<file path="config.mk">
export PLATFORM = sky130hd
export DESIGN_NAME = unix_seconds_to_civil_datetime
export DESIGN_NICKNAME = d
export VERILOG_FILES = /design/src/rtl/usccd_pkg.sv /design/src/rtl/usccd_daysplit.sv /design/src/rtl/usccd_clock.sv /design/src/rtl/usccd_civil.sv /design/src/rtl/unix_seconds_to_civil_datetime.sv
export SDC_FILE = /design/constraint.sdc
export NUM_CORES = 2
export LEC_CHECK = 0
export BUFFER_PORTS_ARGS = -buffer_cell sky130_fd_sc_hd__buf_2
export CORE_MARGIN = 4
export CORE_UTILIZATION = 30
export CTS_CLUSTER_SIZE = 28
export DETAILED_ROUTE_END_ITERATION = 10
export PLACE_DENSITY_LB_ADDON = 0.15
export SYNTH_ARGS = -nofsm -noshare
export SYNTH_HDL_FRONTEND = slang
export SYNTH_SLANG_ARGS = --single-unit
</file>
<file path="constraint.sdc">
create_clock -name clock -period 15.5 [get_ports clock]
set_input_delay 0 -clock clock [delete_from_list [all_inputs] [get_ports clock]]
set_output_delay 0 -clock clock [all_outputs]
set_load 0.1 [all_outputs]
</file>
<file path="src/rtl/usccd_pkg.sv">
// Shared types and constants of the civil date converter pipeline.
// Depends on nothing; imported by every module of the block.
package usccd_pkg;

   localparam int NUM_STAGES = 11;

   typedef logic [NUM_STAGES:1] stage_en_type;

   typedef struct packed {
      logic [4:0] hour;
      logic [5:0] minute;
      logic [5:0] second;
   } tod_type;

   localparam logic [63:0] SECS_LIMIT       = 64'd253402300800;
   localparam logic [21:0] EPOCH_SHIFT_DAYS = 22'd719468;
   localparam logic [21:0] DAYS_PER_ERA     = 22'd146097;
   localparam logic [9:0]  DAY_ODD_FACTOR   = 10'd675;   // 86400 = 675 * 128
   localparam logic [11:0] SECS_PER_HOUR    = 12'd3600;
   localparam logic [11:0] SECS_PER_MIN     = 12'd60;
   localparam logic [17:0] DAYS_PER_YEAR    = 18'd365;

   // Reciprocals rounded up; the shift is chosen so the quotient is exact
   // over the whole range of the dividend at each place of use.
   localparam logic [31:0] RECIP_675    = 32'(((64'd1 << 41) + 64'd674) / 64'd675);
   localparam logic [22:0] RECIP_ERA    = 23'(((64'd1 << 40) + 64'd146096) / 64'd146097);
   localparam logic [17:0] RECIP_3600   = 18'(((64'd1 << 29) + 64'd3599) / 64'd3600);
   localparam logic [12:0] RECIP_60     = 13'(((64'd1 << 18) + 64'd59) / 64'd60);
   localparam logic [18:0] RECIP_1460   = 19'(((64'd1 << 29) + 64'd1459) / 64'd1460);
   localparam logic [18:0] RECIP_365    = 19'(((64'd1 << 27) + 64'd364) / 64'd365);
   localparam logic [11:0] RECIP_153    = 12'(((64'd1 << 19) + 64'd152) / 64'd153);

   // Day of the March-based year on which each month starts.
   function automatic logic [8:0] days_before_month(input logic [3:0] mp);
      logic [8:0] start;
      case (mp)
         4'd0:    start = 9'd0;
         4'd1:    start = 9'd31;
         4'd2:    start = 9'd61;
         4'd3:    start = 9'd92;
         4'd4:    start = 9'd122;
         4'd5:    start = 9'd153;
         4'd6:    start = 9'd184;
         4'd7:    start = 9'd214;
         4'd8:    start = 9'd245;
         4'd9:    start = 9'd275;
         4'd10:   start = 9'd306;
         4'd11:   start = 9'd337;
         default: start = 9'd0;
      endcase
      return start;
   endfunction

endpackage

</file>
<file path="src/rtl/usccd_daysplit.sv">
// Pipeline stages one to three: splits the seconds count into whole days
// and seconds of the day. Depends on usccd_pkg.
module usccd_daysplit import usccd_pkg::*; (
   input  logic         clock,
   input  stage_en_type en,
   input  logic [37:0]  seconds,
   output logic [16:0]  day_secs,
   output logic [21:0]  shifted_days
);

   logic [30:0] x1_ff;
   logic [6:0]  lo1_ff;
   logic [30:0] x2_ff;
   logic [6:0]  lo2_ff;
   logic [21:0] days2_ff;
   logic [16:0] rem3_ff;
   logic [21:0] z3_ff;

   logic [62:0] days_prod;
   logic [21:0] days2_in;
   logic [31:0] days_scaled;
   logic [30:0] rx_full;
   logic [16:0] rem3_in;
   logic [21:0] z3_in;

   // The low seven bits of 86400 are a power of two, so only 675 is divided.
   assign days_prod = {32'd0, x1_ff} * {31'd0, RECIP_675};
   assign days2_in  = days_prod[62:41];

   assign days_scaled = {10'd0, days2_ff} * {22'd0, DAY_ODD_FACTOR};
   assign rx_full     = x2_ff - days_scaled[30:0];
   assign rem3_in     = {rx_full[9:0], lo2_ff};
   assign z3_in       = days2_ff + EPOCH_SHIFT_DAYS;

   always_ff @(posedge clock) begin
      if (en[1]) begin
         x1_ff  <= seconds[37:7];
         lo1_ff <= seconds[6:0];
      end
      if (en[2]) begin
         x2_ff    <= x1_ff;
         lo2_ff   <= lo1_ff;
         days2_ff <= days2_in;
      end
      if (en[3]) begin
         rem3_ff <= rem3_in;
         z3_ff   <= z3_in;
      end
   end

   assign day_secs     = rem3_ff;
   assign shifted_days = z3_ff;

endmodule

</file>
<file path="src/rtl/usccd_clock.sv">
// Pipeline stages four to ten for the time of day: hour, minute and second
// from the seconds of the day. Depends on usccd_pkg.
module usccd_clock import usccd_pkg::*; (
   input  logic         clock,
   input  stage_en_type en,
   input  logic [16:0]  day_secs,
   output tod_type      tod
);

   logic [16:0] rem4_ff;
   logic [4:0]  hour4_ff;
   logic [11:0] r5_ff;
   logic [4:0]  hour5_ff;
   logic [11:0] r6_ff;
   logic [4:0]  hour6_ff;
   logic [5:0]  minute6_ff;
   tod_type     tod_ff [7:10];

   logic [34:0] hour_prod;
   logic [4:0]  hour4_in;
   logic [16:0] hour_secs;
   logic [11:0] r5_in;
   logic [24:0] minute_prod;
   logic [5:0]  minute6_in;
   logic [11:0] minute_secs;
   logic [11:0] sec_full;
   tod_type     tod7_in;

   assign hour_prod = {18'd0, day_secs} * {17'd0, RECIP_3600};
   assign hour4_in  = hour_prod[33:29];

   assign hour_secs = {12'd0, hour4_ff} * {5'd0, SECS_PER_HOUR};
   assign r5_in     = 12'(rem4_ff - hour_secs);

   assign minute_prod = {13'd0, r5_ff} * {12'd0, RECIP_60};
   assign minute6_in  = minute_prod[23:18];

   assign minute_secs    = {6'd0, minute6_ff} * SECS_PER_MIN;
   assign sec_full       = r6_ff - minute_secs;
   assign tod7_in.hour   = hour6_ff;
   assign tod7_in.minute = minute6_ff;
   assign tod7_in.second = sec_full[5:0];

   always_ff @(posedge clock) begin
      if (en[4]) begin
         rem4_ff  <= day_secs;
         hour4_ff <= hour4_in;
      end
      if (en[5]) begin
         r5_ff    <= r5_in;
         hour5_ff <= hour4_ff;
      end
      if (en[6]) begin
         r6_ff      <= r5_ff;
         hour6_ff   <= hour5_ff;
         minute6_ff <= minute6_in;
      end
      if (en[7]) begin
         tod_ff[7] <= tod7_in;
      end
      // The time of day is ready early and waits for the date path.
      for (int i = 8; i <= 10; i++) begin
         if (en[i]) begin
            tod_ff[i] <= tod_ff[i-1];
         end
      end
   end

   assign tod = tod_ff[10];

endmodule

</file>
<file path="src/rtl/usccd_civil.sv">
// Pipeline stages four to ten for the date: era, year of era, day of year
// and month from the shifted day count. Depends on usccd_pkg.
module usccd_civil import usccd_pkg::*; (
   input  logic         clock,
   input  stage_en_type en,
   input  logic [21:0]  shifted_days,
   output logic [13:0]  year,
   output logic [3:0]   month,
   output logic [4:0]   day
);

   logic [21:0] z4_ff;
   logic [4:0]  era4_ff;
   logic [17:0] doe5_ff;
   logic [4:0]  era5_ff;
   logic [17:0] doe6_ff;
   logic [6:0]  q1460_6_ff;
   logic [2:0]  q36524_6_ff;
   logic        last6_ff;
   logic [4:0]  era6_ff;
   logic [17:0] v7_ff;
   logic [17:0] doe7_ff;
   logic [4:0]  era7_ff;
   logic [8:0]  yoe8_ff;
   logic [17:0] doe8_ff;
   logic [4:0]  era8_ff;
   logic [8:0]  doy9_ff;
   logic [8:0]  yoe9_ff;
   logic [4:0]  era9_ff;
   logic [3:0]  mp10_ff;
   logic [8:0]  doy10_ff;
   logic [8:0]  yoe10_ff;
   logic [4:0]  era10_ff;

   logic [44:0] era_prod;
   logic [4:0]  era4_in;
   logic [21:0] era_days;
   logic [21:0] doe_full;
   logic [36:0] q1460_prod;
   logic [6:0]  q1460_6_in;
   logic [2:0]  q36524_6_in;
   logic [17:0] v7_in;
   logic [36:0] yoe_prod;
   logic [8:0]  yoe8_in;
   logic [1:0]  q100;
   logic [17:0] year_days;
   logic [17:0] doy_full;
   logic [10:0] mp_num;
   logic [22:0] mp_prod;
   logic [3:0]  mp10_in;
   logic [8:0]  month_start;
   logic [8:0]  dom_full;
   logic        jan_feb;
   logic [13:0] era_years;

   // Stage four: era of 400 years.
   assign era_prod = {23'd0, shifted_days} * {22'd0, RECIP_ERA};
   assign era4_in  = era_prod[44:40];

   // Stage five: day of era.
   assign era_days = {17'd0, era4_ff} * DAYS_PER_ERA;
   assign doe_full = z4_ff - era_days;

   // Stage six: leap corrections of the day of era.
   assign q1460_prod  = {19'd0, doe5_ff} * {18'd0, RECIP_1460};
   assign q1460_6_in  = q1460_prod[35:29];
   assign q36524_6_in = 3'(doe5_ff >= 18'd36524) + 3'(doe5_ff >= 18'd73048)
                      + 3'(doe5_ff >= 18'd109572) + 3'(doe5_ff >= 18'd146096);

   // Stage seven: day of era with the leap days taken out.
   assign v7_in = doe6_ff - {11'd0, q1460_6_ff} + {15'd0, q36524_6_ff}
                - {17'd0, last6_ff};

   // Stage eight: year of era.
   assign yoe_prod = {19'd0, v7_ff} * {18'd0, RECIP_365};
   assign yoe8_in  = yoe_prod[35:27];

   // Stage nine: day of the March-based year.
   assign q100      = 2'(yoe8_ff >= 9'd100) + 2'(yoe8_ff >= 9'd200)
                    + 2'(yoe8_ff >= 9'd300);
   assign year_days = {9'd0, yoe8_ff} * DAYS_PER_YEAR + {11'd0, yoe8_ff[8:2]}
                    - {16'd0, q100};
   assign doy_full  = doe8_ff - year_days;

   // Stage ten: month counted from March.
   assign mp_num  = {2'd0, doy9_ff} * 11'd5 + 11'd2;
   assign mp_prod = {12'd0, mp_num} * {11'd0, RECIP_153};
   assign mp10_in = mp_prod[22:19];

   // Calendar fields, registered by the output stage.
   assign month_start = days_before_month(mp10_ff);
   assign dom_full    = doy10_ff - month_start + 9'd1;
   assign day         = dom_full[4:0];
   assign month       = (mp10_ff < 4'd10) ? mp10_ff + 4'd3 : mp10_ff - 4'd9;
   assign jan_feb     = (mp10_ff >= 4'd10);
   assign era_years   = {9'd0, era10_ff} * 14'd400;
   assign year        = {5'd0, yoe10_ff} + era_years + {13'd0, jan_feb};

   always_ff @(posedge clock) begin
      if (en[4]) begin
         z4_ff   <= shifted_days;
         era4_ff <= era4_in;
      end
      if (en[5]) begin
         doe5_ff <= doe_full[17:0];
         era5_ff <= era4_ff;
      end
      if (en[6]) begin
         doe6_ff     <= doe5_ff;
         q1460_6_ff  <= q1460_6_in;
         q36524_6_ff <= q36524_6_in;
         last6_ff    <= (doe5_ff == 18'd146096);
         era6_ff     <= era5_ff;
      end
      if (en[7]) begin
         v7_ff   <= v7_in;
         doe7_ff <= doe6_ff;
         era7_ff <= era6_ff;
      end
      if (en[8]) begin
         yoe8_ff <= yoe8_in;
         doe8_ff <= doe7_ff;
         era8_ff <= era7_ff;
      end
      if (en[9]) begin
         doy9_ff <= doy_full[8:0];
         yoe9_ff <= yoe8_ff;
         era9_ff <= era8_ff;
      end
      if (en[10]) begin
         mp10_ff  <= mp10_in;
         doy10_ff <= doy9_ff;
         yoe10_ff <= yoe9_ff;
         era10_ff <= era9_ff;
      end
   end

endmodule

</file>
<file path="src/rtl/unix_seconds_to_civil_datetime.sv">
// Converts a signed count of seconds since the Unix epoch to a Gregorian
// date and time of day. Depends on usccd_pkg, usccd_daysplit, usccd_clock
// and usccd_civil.
//
// Usage: present a timestamp on req_unix_seconds with req_valid; it is taken
// at a rising edge with req_valid and req_ready both high. The result item
// appears on the rsp_ ports with rsp_valid and is taken when rsp_ready is
// high. Timestamps below zero or at or beyond the year 10000 give
// rsp_out_of_range high and all other result fields zero.
// The pipeline has eleven register stages, each holding at most one constant
// reciprocal multiply per path (time or date), and takes one item every cycle
// while results flow.
// When the receiver stalls, the output register holds its item and the
// stages behind it keep filling bubbles; req_ready drops only once every
// stage holds an item. Reset empties the pipeline; no item is lost or
// repeated across a stall.
module unix_seconds_to_civil_datetime import usccd_pkg::*; (
   input  logic               clock,
   input  logic               reset,
   input  logic               req_valid,
   output logic               req_ready,
   input  logic signed [63:0] req_unix_seconds,
   output logic               rsp_valid,
   input  logic               rsp_ready,
   output logic [13:0]        rsp_year,
   output logic [3:0]         rsp_month,
   output logic [4:0]         rsp_day,
   output logic [4:0]         rsp_hour,
   output logic [5:0]         rsp_minute,
   output logic [5:0]         rsp_second,
   output logic               rsp_out_of_range
);

   stage_en_type             en;
   logic [NUM_STAGES:1]      valid_ff;
   logic [NUM_STAGES-1:1]    oor_ff;
   logic [63:0]              secs;
   logic                     oor_in;
   logic [16:0]              day_secs;
   logic [21:0]              shifted_days;
   tod_type                  tod;
   logic [13:0]              year;
   logic [3:0]               month;
   logic [4:0]               day;

   logic [13:0]              year_ff;
   logic [3:0]               month_ff;
   logic [4:0]               day_ff;
   tod_type                  tod_ff;
   logic                     oor_out_ff;

   // A stage may load when it is empty or its item moves on this cycle.
   always_comb begin
      en[NUM_STAGES] = !valid_ff[NUM_STAGES] || rsp_ready;
      for (int i = NUM_STAGES - 1; i >= 1; i--) begin
         en[i] = !valid_ff[i] || en[i+1];
      end
   end

   assign req_ready = en[1];

   assign secs   = $unsigned(req_unix_seconds);
   assign oor_in = secs[63] || (secs >= SECS_LIMIT);

   always_ff @(posedge clock) begin
      if (reset) begin
         valid_ff <= '0;
      end else begin
         if (en[1]) begin
            valid_ff[1] <= req_valid;
         end
         for (int i = 2; i <= NUM_STAGES; i++) begin
            if (en[i]) begin
               valid_ff[i] <= valid_ff[i-1];
            end
         end
      end
   end

   always_ff @(posedge clock) begin
      if (en[1]) begin
         oor_ff[1] <= oor_in;
      end
      for (int i = 2; i <= NUM_STAGES - 1; i++) begin
         if (en[i]) begin
            oor_ff[i] <= oor_ff[i-1];
         end
      end
   end

   usccd_daysplit u_daysplit (
      .clock        (clock),
      .en           (en),
      .seconds      (secs[37:0]),
      .day_secs     (day_secs),
      .shifted_days (shifted_days)
   );

   usccd_clock u_clock (
      .clock    (clock),
      .en       (en),
      .day_secs (day_secs),
      .tod      (tod)
   );

   usccd_civil u_civil (
      .clock        (clock),
      .en           (en),
      .shifted_days (shifted_days),
      .year         (year),
      .month        (month),
      .day          (day)
   );

   // Output stage: rejected items leave with every field cleared.
   always_ff @(posedge clock) begin
      if (en[NUM_STAGES]) begin
         oor_out_ff <= oor_ff[NUM_STAGES-1];
         if (oor_ff[NUM_STAGES-1]) begin
            year_ff  <= '0;
            month_ff <= '0;
            day_ff   <= '0;
            tod_ff   <= '0;
         end else begin
            year_ff  <= year;
            month_ff <= month;
            day_ff   <= day;
            tod_ff   <= tod;
         end
      end
   end

   assign rsp_valid        = valid_ff[NUM_STAGES];
   assign rsp_year         = year_ff;
   assign rsp_month        = month_ff;
   assign rsp_day          = day_ff;
   assign rsp_hour         = tod_ff.hour;
   assign rsp_minute       = tod_ff.minute;
   assign rsp_second       = tod_ff.second;
   assign rsp_out_of_range = oor_out_ff;

endmodule

</file>
# == Yosys cells after proc, flatten, opt, wreduce, memory -nomap -nowiden ==
# Memory sizes are Yosys's and may differ from the RTL's. A register that Yosys moved wholly into a read port is not among the register bits.
# Index checks and enable logic that the tools add are counted.
# word_totals
n_memories,2
mem_bits_rw,68
romBits,144
input_bits,68
out_inout_bits,43
reg_bits,393
# op_classes
order_cmp,10
muxes,10
reduce_logical,23
eq_ne,1
add_sub_neg,23
n_mul,14
# memory_table
memory,depth,width,read_ports,rd_ports_with_merged_regs,wr,line,text
(no name shown),16,9,1,1,0,usccd_pkg.sv:36,case (mp)
u_clock.tod_ff,4,17,4,1,4,usccd_clock.sv:17,tod_type tod_ff [7:10];
# ops
cell,n
multiplier 18 x 16 -> 33 bit (second input constant),2
>= comparator 64 x 38 -> 1 bit (second input constant),1
multiplier 31 x 32 -> 63 bit (second input constant),1
multiplier 22 x 22 -> 44 bit (second input constant),1
>= comparator 18 x 17 -> 1 bit (second input constant),2
multiplier 17 x 18 -> 34 bit (second input constant),1
multiplier 11 x 12 -> 23 bit (second input constant),1
multiplier 12 x 12 -> 23 bit (second input constant),1
adder 22 x 20 -> 22 bit (second input constant),1
multiplier 22 x 10 -> 10 bit (second input constant),1
adder 18 x 3 -> 18 bit,1
== test 18 bit (second input constant),1
>= comparator 18 x 16 -> 1 bit (second input constant),1
>= comparator 18 bit (second input constant),1
multiplier 5 x 18 -> 18 bit (second input constant),1
subtractor 18 x 1 -> 18 bit,1
subtractor 18 bit,1
subtractor 18 x 7 -> 18 bit,1
adder 14 x 1 -> 14 bit,1
adder 9 x 14 -> 14 bit,1
logical OR 1 bit,12
subtractor 12 bit,1
adder 11 x 2 -> 11 bit (second input constant),1
logical NOT 1 bit,11
other kinds (24),34

# == Depth between registers and ports, before layout ==
# depth
word_depth,12
ltp_mapped,35

# == Cells and area by module ==
# A second synthesis with hierarchy kept.
# unflattened
hier_cells,5374
hier_area_um2,62160.9
# by_module_without_submodules
module,cells_each,seq_area_each_um2,area_per_inst_um2,instances
usccd_civil,2760,5535.3,31357.6,1
usccd_daysplit,1667,3483.3,18685.4,1
usccd_clock,777,3573.4,9745.6,1
unix_seconds_to_civil_datetime,170,1751.7,2372.3,1

# == Worst setup path before layout ==
# No wires, ideal clock.
# synth_path
path_kind,reg-to-reg
from,reg valid_ff[11] in the netlist's numbering
to,"reg oor_ff[1] in the netlist's numbering, enable pin"
required_time_ns,14.436
path_stages_with_launch,9
arrival_ns,6.745
setup_ns,1.064
slack_ns,7.691
cell_sequence,dfxtp_1 -> nor2b_1 -> and2_1 -> clkbuf_1 -> clkinv_1 -> nor2_1 -> nand3_1 -> nor2_1 -> nand4_1
# synth_via
elab_chain_cells,12
# synth_lines
element,line,text
from (decl),unix_seconds_to_civil_datetime.sv:35,logic [NUM_STAGES:1] valid_ff;
"from (signal, indexed assignment)",unix_seconds_to_civil_datetime.sv:74,valid_ff[i] <= valid_ff[i-1];
logical NOT 1 bit,unix_seconds_to_civil_datetime.sv:54,en[NUM_STAGES] = !valid_ff[NUM_STAGES] || rsp_ready;
logical OR 1 bit,unix_seconds_to_civil_datetime.sv:54,
logical OR 1 bit (6 in series),unix_seconds_to_civil_datetime.sv:56,en[i] = !valid_ff[i] || en[i+1];
net en[4],unix_seconds_to_civil_datetime.sv:34,stage_en_type en;
logical OR 1 bit (4 in series),unix_seconds_to_civil_datetime.sv:56,
net req_ready,unix_seconds_to_civil_datetime.sv:21,"output logic req_ready,"
"to (signal, indexed assignment)",unix_seconds_to_civil_datetime.sv:86,oor_ff[i] <= oor_ff[i-1];
to (decl),unix_seconds_to_civil_datetime.sv:36,logic [NUM_STAGES-1:1] oor_ff;
# The timed path passes the listed nets, and every way through them passes these cells.
# A chain may end at the register's enable or synchronous reset.

# == Worst setup path after layout ==
# layout_path
from,reg u_daysplit.x1_ff[16]
to,"reg u_daysplit.days2_ff[20], data pin"
# layout_via
elab_chain_cells,1
# layout_lines
element,line,text
from (decl),usccd_daysplit.sv:11,logic [30:0] x1_ff;
from (signal assigned),usccd_daysplit.sv:37,x1_ff <= seconds[37:7];
multiplier 31 x 32 -> 63 bit,usccd_daysplit.sv:27,"assign days_prod = {32'd0, x1_ff} * {31'd0, RECIP_675};"
net u_daysplit.days_prod[61],usccd_daysplit.sv:19,logic [62:0] days_prod;
to (signal assigned),usccd_daysplit.sv:43,days2_ff <= days2_in;
to (decl),usccd_daysplit.sv:15,logic [21:0] days2_ff;
# The timed path passes the listed nets, and every way through them passes these cells.

==> results.md <==
* Status: completed
* Critical path buffer and inverter count at 4
* DR vias/cell at 4.34
* Post-route ant nets at 0
* Fin nets at 7801
* Die Span Y at 459 um
* Number of global-route vias before repair at 39700
* Max clock buf depth at 3
* Crit path time final at between 7 and 8 ns
* Fin util at 33.6%
* Synth Cell Area at 61100 sq um
* CTS tree: yes
* PnR worst setup slack at 7.78 ns
* CORE AREA at around 200000 sq um
* Ys async rst share at 0%
* Met3 usage at 1.46%
* Clock transition at path regs at 0.06 ns
* RSZ-0062 raised after global routing: no
* Crit-path most repeated cell: fa_1
* Detailed-route via count at 35500
* Gr usage total at 13.7%
* Max Fanout on Critical Path at 9
* Placed insts at around 8000
* Iter 0 DRT Violations at 1124
* Area leader, netlist: ha_1
* Fin. Hold Viols at 0
* Skew-Pair Late Insertion Delay at 0.67 ns
* Synth top cells by count: ha_1, inv_1, fa_1, edfxtp_1, a21oi_1
* F_max at 130 MHz
* Skew final at 0.0191 ns
* Hpwl dp at 119000 um
* First-pass GRT wire length at 225000 um
* Cell Count, Final, Fillers Out at 8176
* Final setup vio count at 0
* Area contributors post-synth: ha_1, fa_1, edfxtp_1
* Main synth FF type: edfxtp_1
* Data arrival, critical path at 8.13 ns
* Slew Viols, Final at 0
* Worst slew pin tran at slightly above 1 ns
* # DRC at 0
* Cell family with most CP delay: adder cells
* GR met1 Demand/Resource at 18.3%
* CTS buffer count at 67
* Global route overflow at 0
* Initial antenna violation count at 1
* Routed wire length at 138000 um
* Max-Slew Margin vs Limit at 31.8%
* Maxcap violations at 0
* Fillers at 20300
* Starting Density at 30.2%
* Average wire per standard cell at around 17 um
* Largest net degree at the start of global routing at 47
* Crit start category: flip-flop
* Yosys warning count at 0
* Critical path, cell by cell: ha_1, fa_1, inv_1, fa_1, fa_1, fa_1, inv_1, fa_1, fa_1, inv_1, fa_1, inv_1, ha_1, nand4_2, nor4_4, o211ai_1, a2111oi_2, nor3_2, a21oi_4, o21ai_4, o31ai_4, a21oi_2, xnor2_1
* Clock sink count at 483
* Top-count cell post-synth: ha_1
* Placement Setup Slack at 7.76 ns
* Critical setup path kind: reg2reg
* Final worst path period share at 49.8%
* Post-synth top area share at approximately 29%
* Yosys cell types at 77
* Layout cells sized above 1 at around 4.8%
* Die area at roughly 210000 sq um
* Crit path required time at 15.91 ns
* Setup repair bufs after CTS at 0
* GR peak layer: met2
* Buffers added on ports at 110
* Rows at 165
* Syn Nets at 7558
* Storage element area at 14300 sq um
* Hold Crit Class: in2reg
* Global Route met2 Usage at between 20% and 30%
* GPL Wtd Cong at 0.855
* Setup Total Neg Slack at 0 ns
* Yosys reg bits at 483
* Die width at between 400 and 500 um
* Root Buffer: clkbuf_16
* Cells after Synth at roughly 5200
* CTS H-Tree Depth at 3
* Slowest stage delay, CP at around 0.6 ns
* TritonRoute pass-1 iters at 4
* # IOs at ~110
* P&R area growth vs syn at 11.2%
* Mapped Avg Cell Area at 11.7 sq um
* CP max-delay cell: edfxtp_1
* Area of the multi-input gates at 41700 sq um
* Sequential fraction of the synthesis area at 23.5%
* Critical Path End Type: flip-flop
* Diodes inserted at 0
* Number of synthesized flops with an enable pin at 467
routing by layer:
metal  up-vias  share of wire [%]
met3       123                2.5
met1     17500                 46
li1      17400                  -
met5         -                  0
met2       373                 49
met4         0                1.8
worst paths after layout:
| kind | to | startpoint | cells after the start | slack (ns) |
|---|---|---|---|---|
| worst max register to register | u_daysplit.days2_ff[20] | u_daysplit.x1_ff[16] | 23 | 7.78 |
| worst min-delay path | u_daysplit.x1_ff[1] | req_unix_seconds[8] | 2 | 0.07 |
| worst min register to register | u_civil.era7_ff[3] | u_civil.era6_ff[3] | 0 | 0.40 |
| worst max-delay path | u_daysplit.days2_ff[20] | u_daysplit.x1_ff[16] | 23 | 7.78 |
cells in the final DEF (no fill, tap or decap), types with 20 or more instances in the layout:
cell type      count
nor3_1            26
nor2b_1           45
nand2_1           82
ha_1            1440
o21a_1            21
o21ai_0           75
inv_1           1359
buf_2            110
edfxtp_1         467
xnor2_1          153
fa_1             839
nor2_1           114
clkbuf_16         67
nand3_1           32
xor2_1            52
dlygate4sd3_1     58
nand4_1           27
nand2b_1          20
a21oi_1          156
o21bai_1          24
a21o_1            73
repair_timing:
| action | CTS | global route |
|---|---|---|
| endpoints found under the setup margin | 0 | 0 |
| gates resized for setup | 0 | 0 |
| endpoints found under the hold margin | 61 | 0 |
| hold buffers | 58 | 0 |
cell type report:
type	count	area share (%)
Multi-Input combinational cell	3354	61.3
Sequential cell	483	21.1
Inverter	1362	7.52
Tap cell	2672	4.92
Clock buffer	82	2.56
Timing Repair Buffer	186	1.86
Clock inverter	37	0.758
kinds of logic (layout without fill, tap and decap cells):
kind of cell	after synthesis	after routing	share of synthesized area, %
flip-flops	483	483	23.5
adder cells (fa/ha/maj)	2279	2279	56.9
AND/OR/NAND/NOR	412	412	3.38
AO/OA/AOI/OAI	452	452	4.75
multiplexers	6	6	0.104
buffers and inverters	1374	1667	8.44
XOR/XNOR	205	205	2.94
flip-flops by register name (all words and copies together) (netlist names), 9 cells and up:
| signal | cells |
|---|---|
| u_civil.yoe10_ff | 9 |
| u_civil.z4_ff | 18 |
| u_daysplit.x2_ff | 10 |
| u_daysplit.day_secs | 17 |
| u_clock.rem4_ff | 12 |
| u_civil.doy9_ff | 9 |
| u_civil.doe8_ff | 9 |
| u_clock.r5_ff | 12 |
| rsp_year | 14 |
| u_daysplit.shifted_days | 22 |
| valid_ff | 11 |
| u_civil.yoe8_ff | 9 |
| u_civil.v7_ff | 18 |
| u_civil.doe5_ff | 18 |
| u_civil.doe7_ff | 9 |
| u_clock.tod_ff | 68 |
| u_daysplit.x1_ff | 31 |
| u_civil.yoe9_ff | 9 |
| u_daysplit.days2_ff | 22 |
| oor_ff | 10 |
| u_civil.doe6_ff | 18 |
stage by stage:
| step | hold WS, ns | area [sq um] |
|---|---|---|
| after floorplan | 0.0691 | 61100 |
| after global routing | 0.0171 | 68000 |
| final | 0.0733 | 68000 |
| after global placement | 0.185 | 65200 |
| after CTS | 0.000760 | 68000 |
| after detailed placement | 0.186 | 65200 |
Power is not shown: default switching activity piles up to over one toggle a cycle in this logic, so the estimate is an artifact.
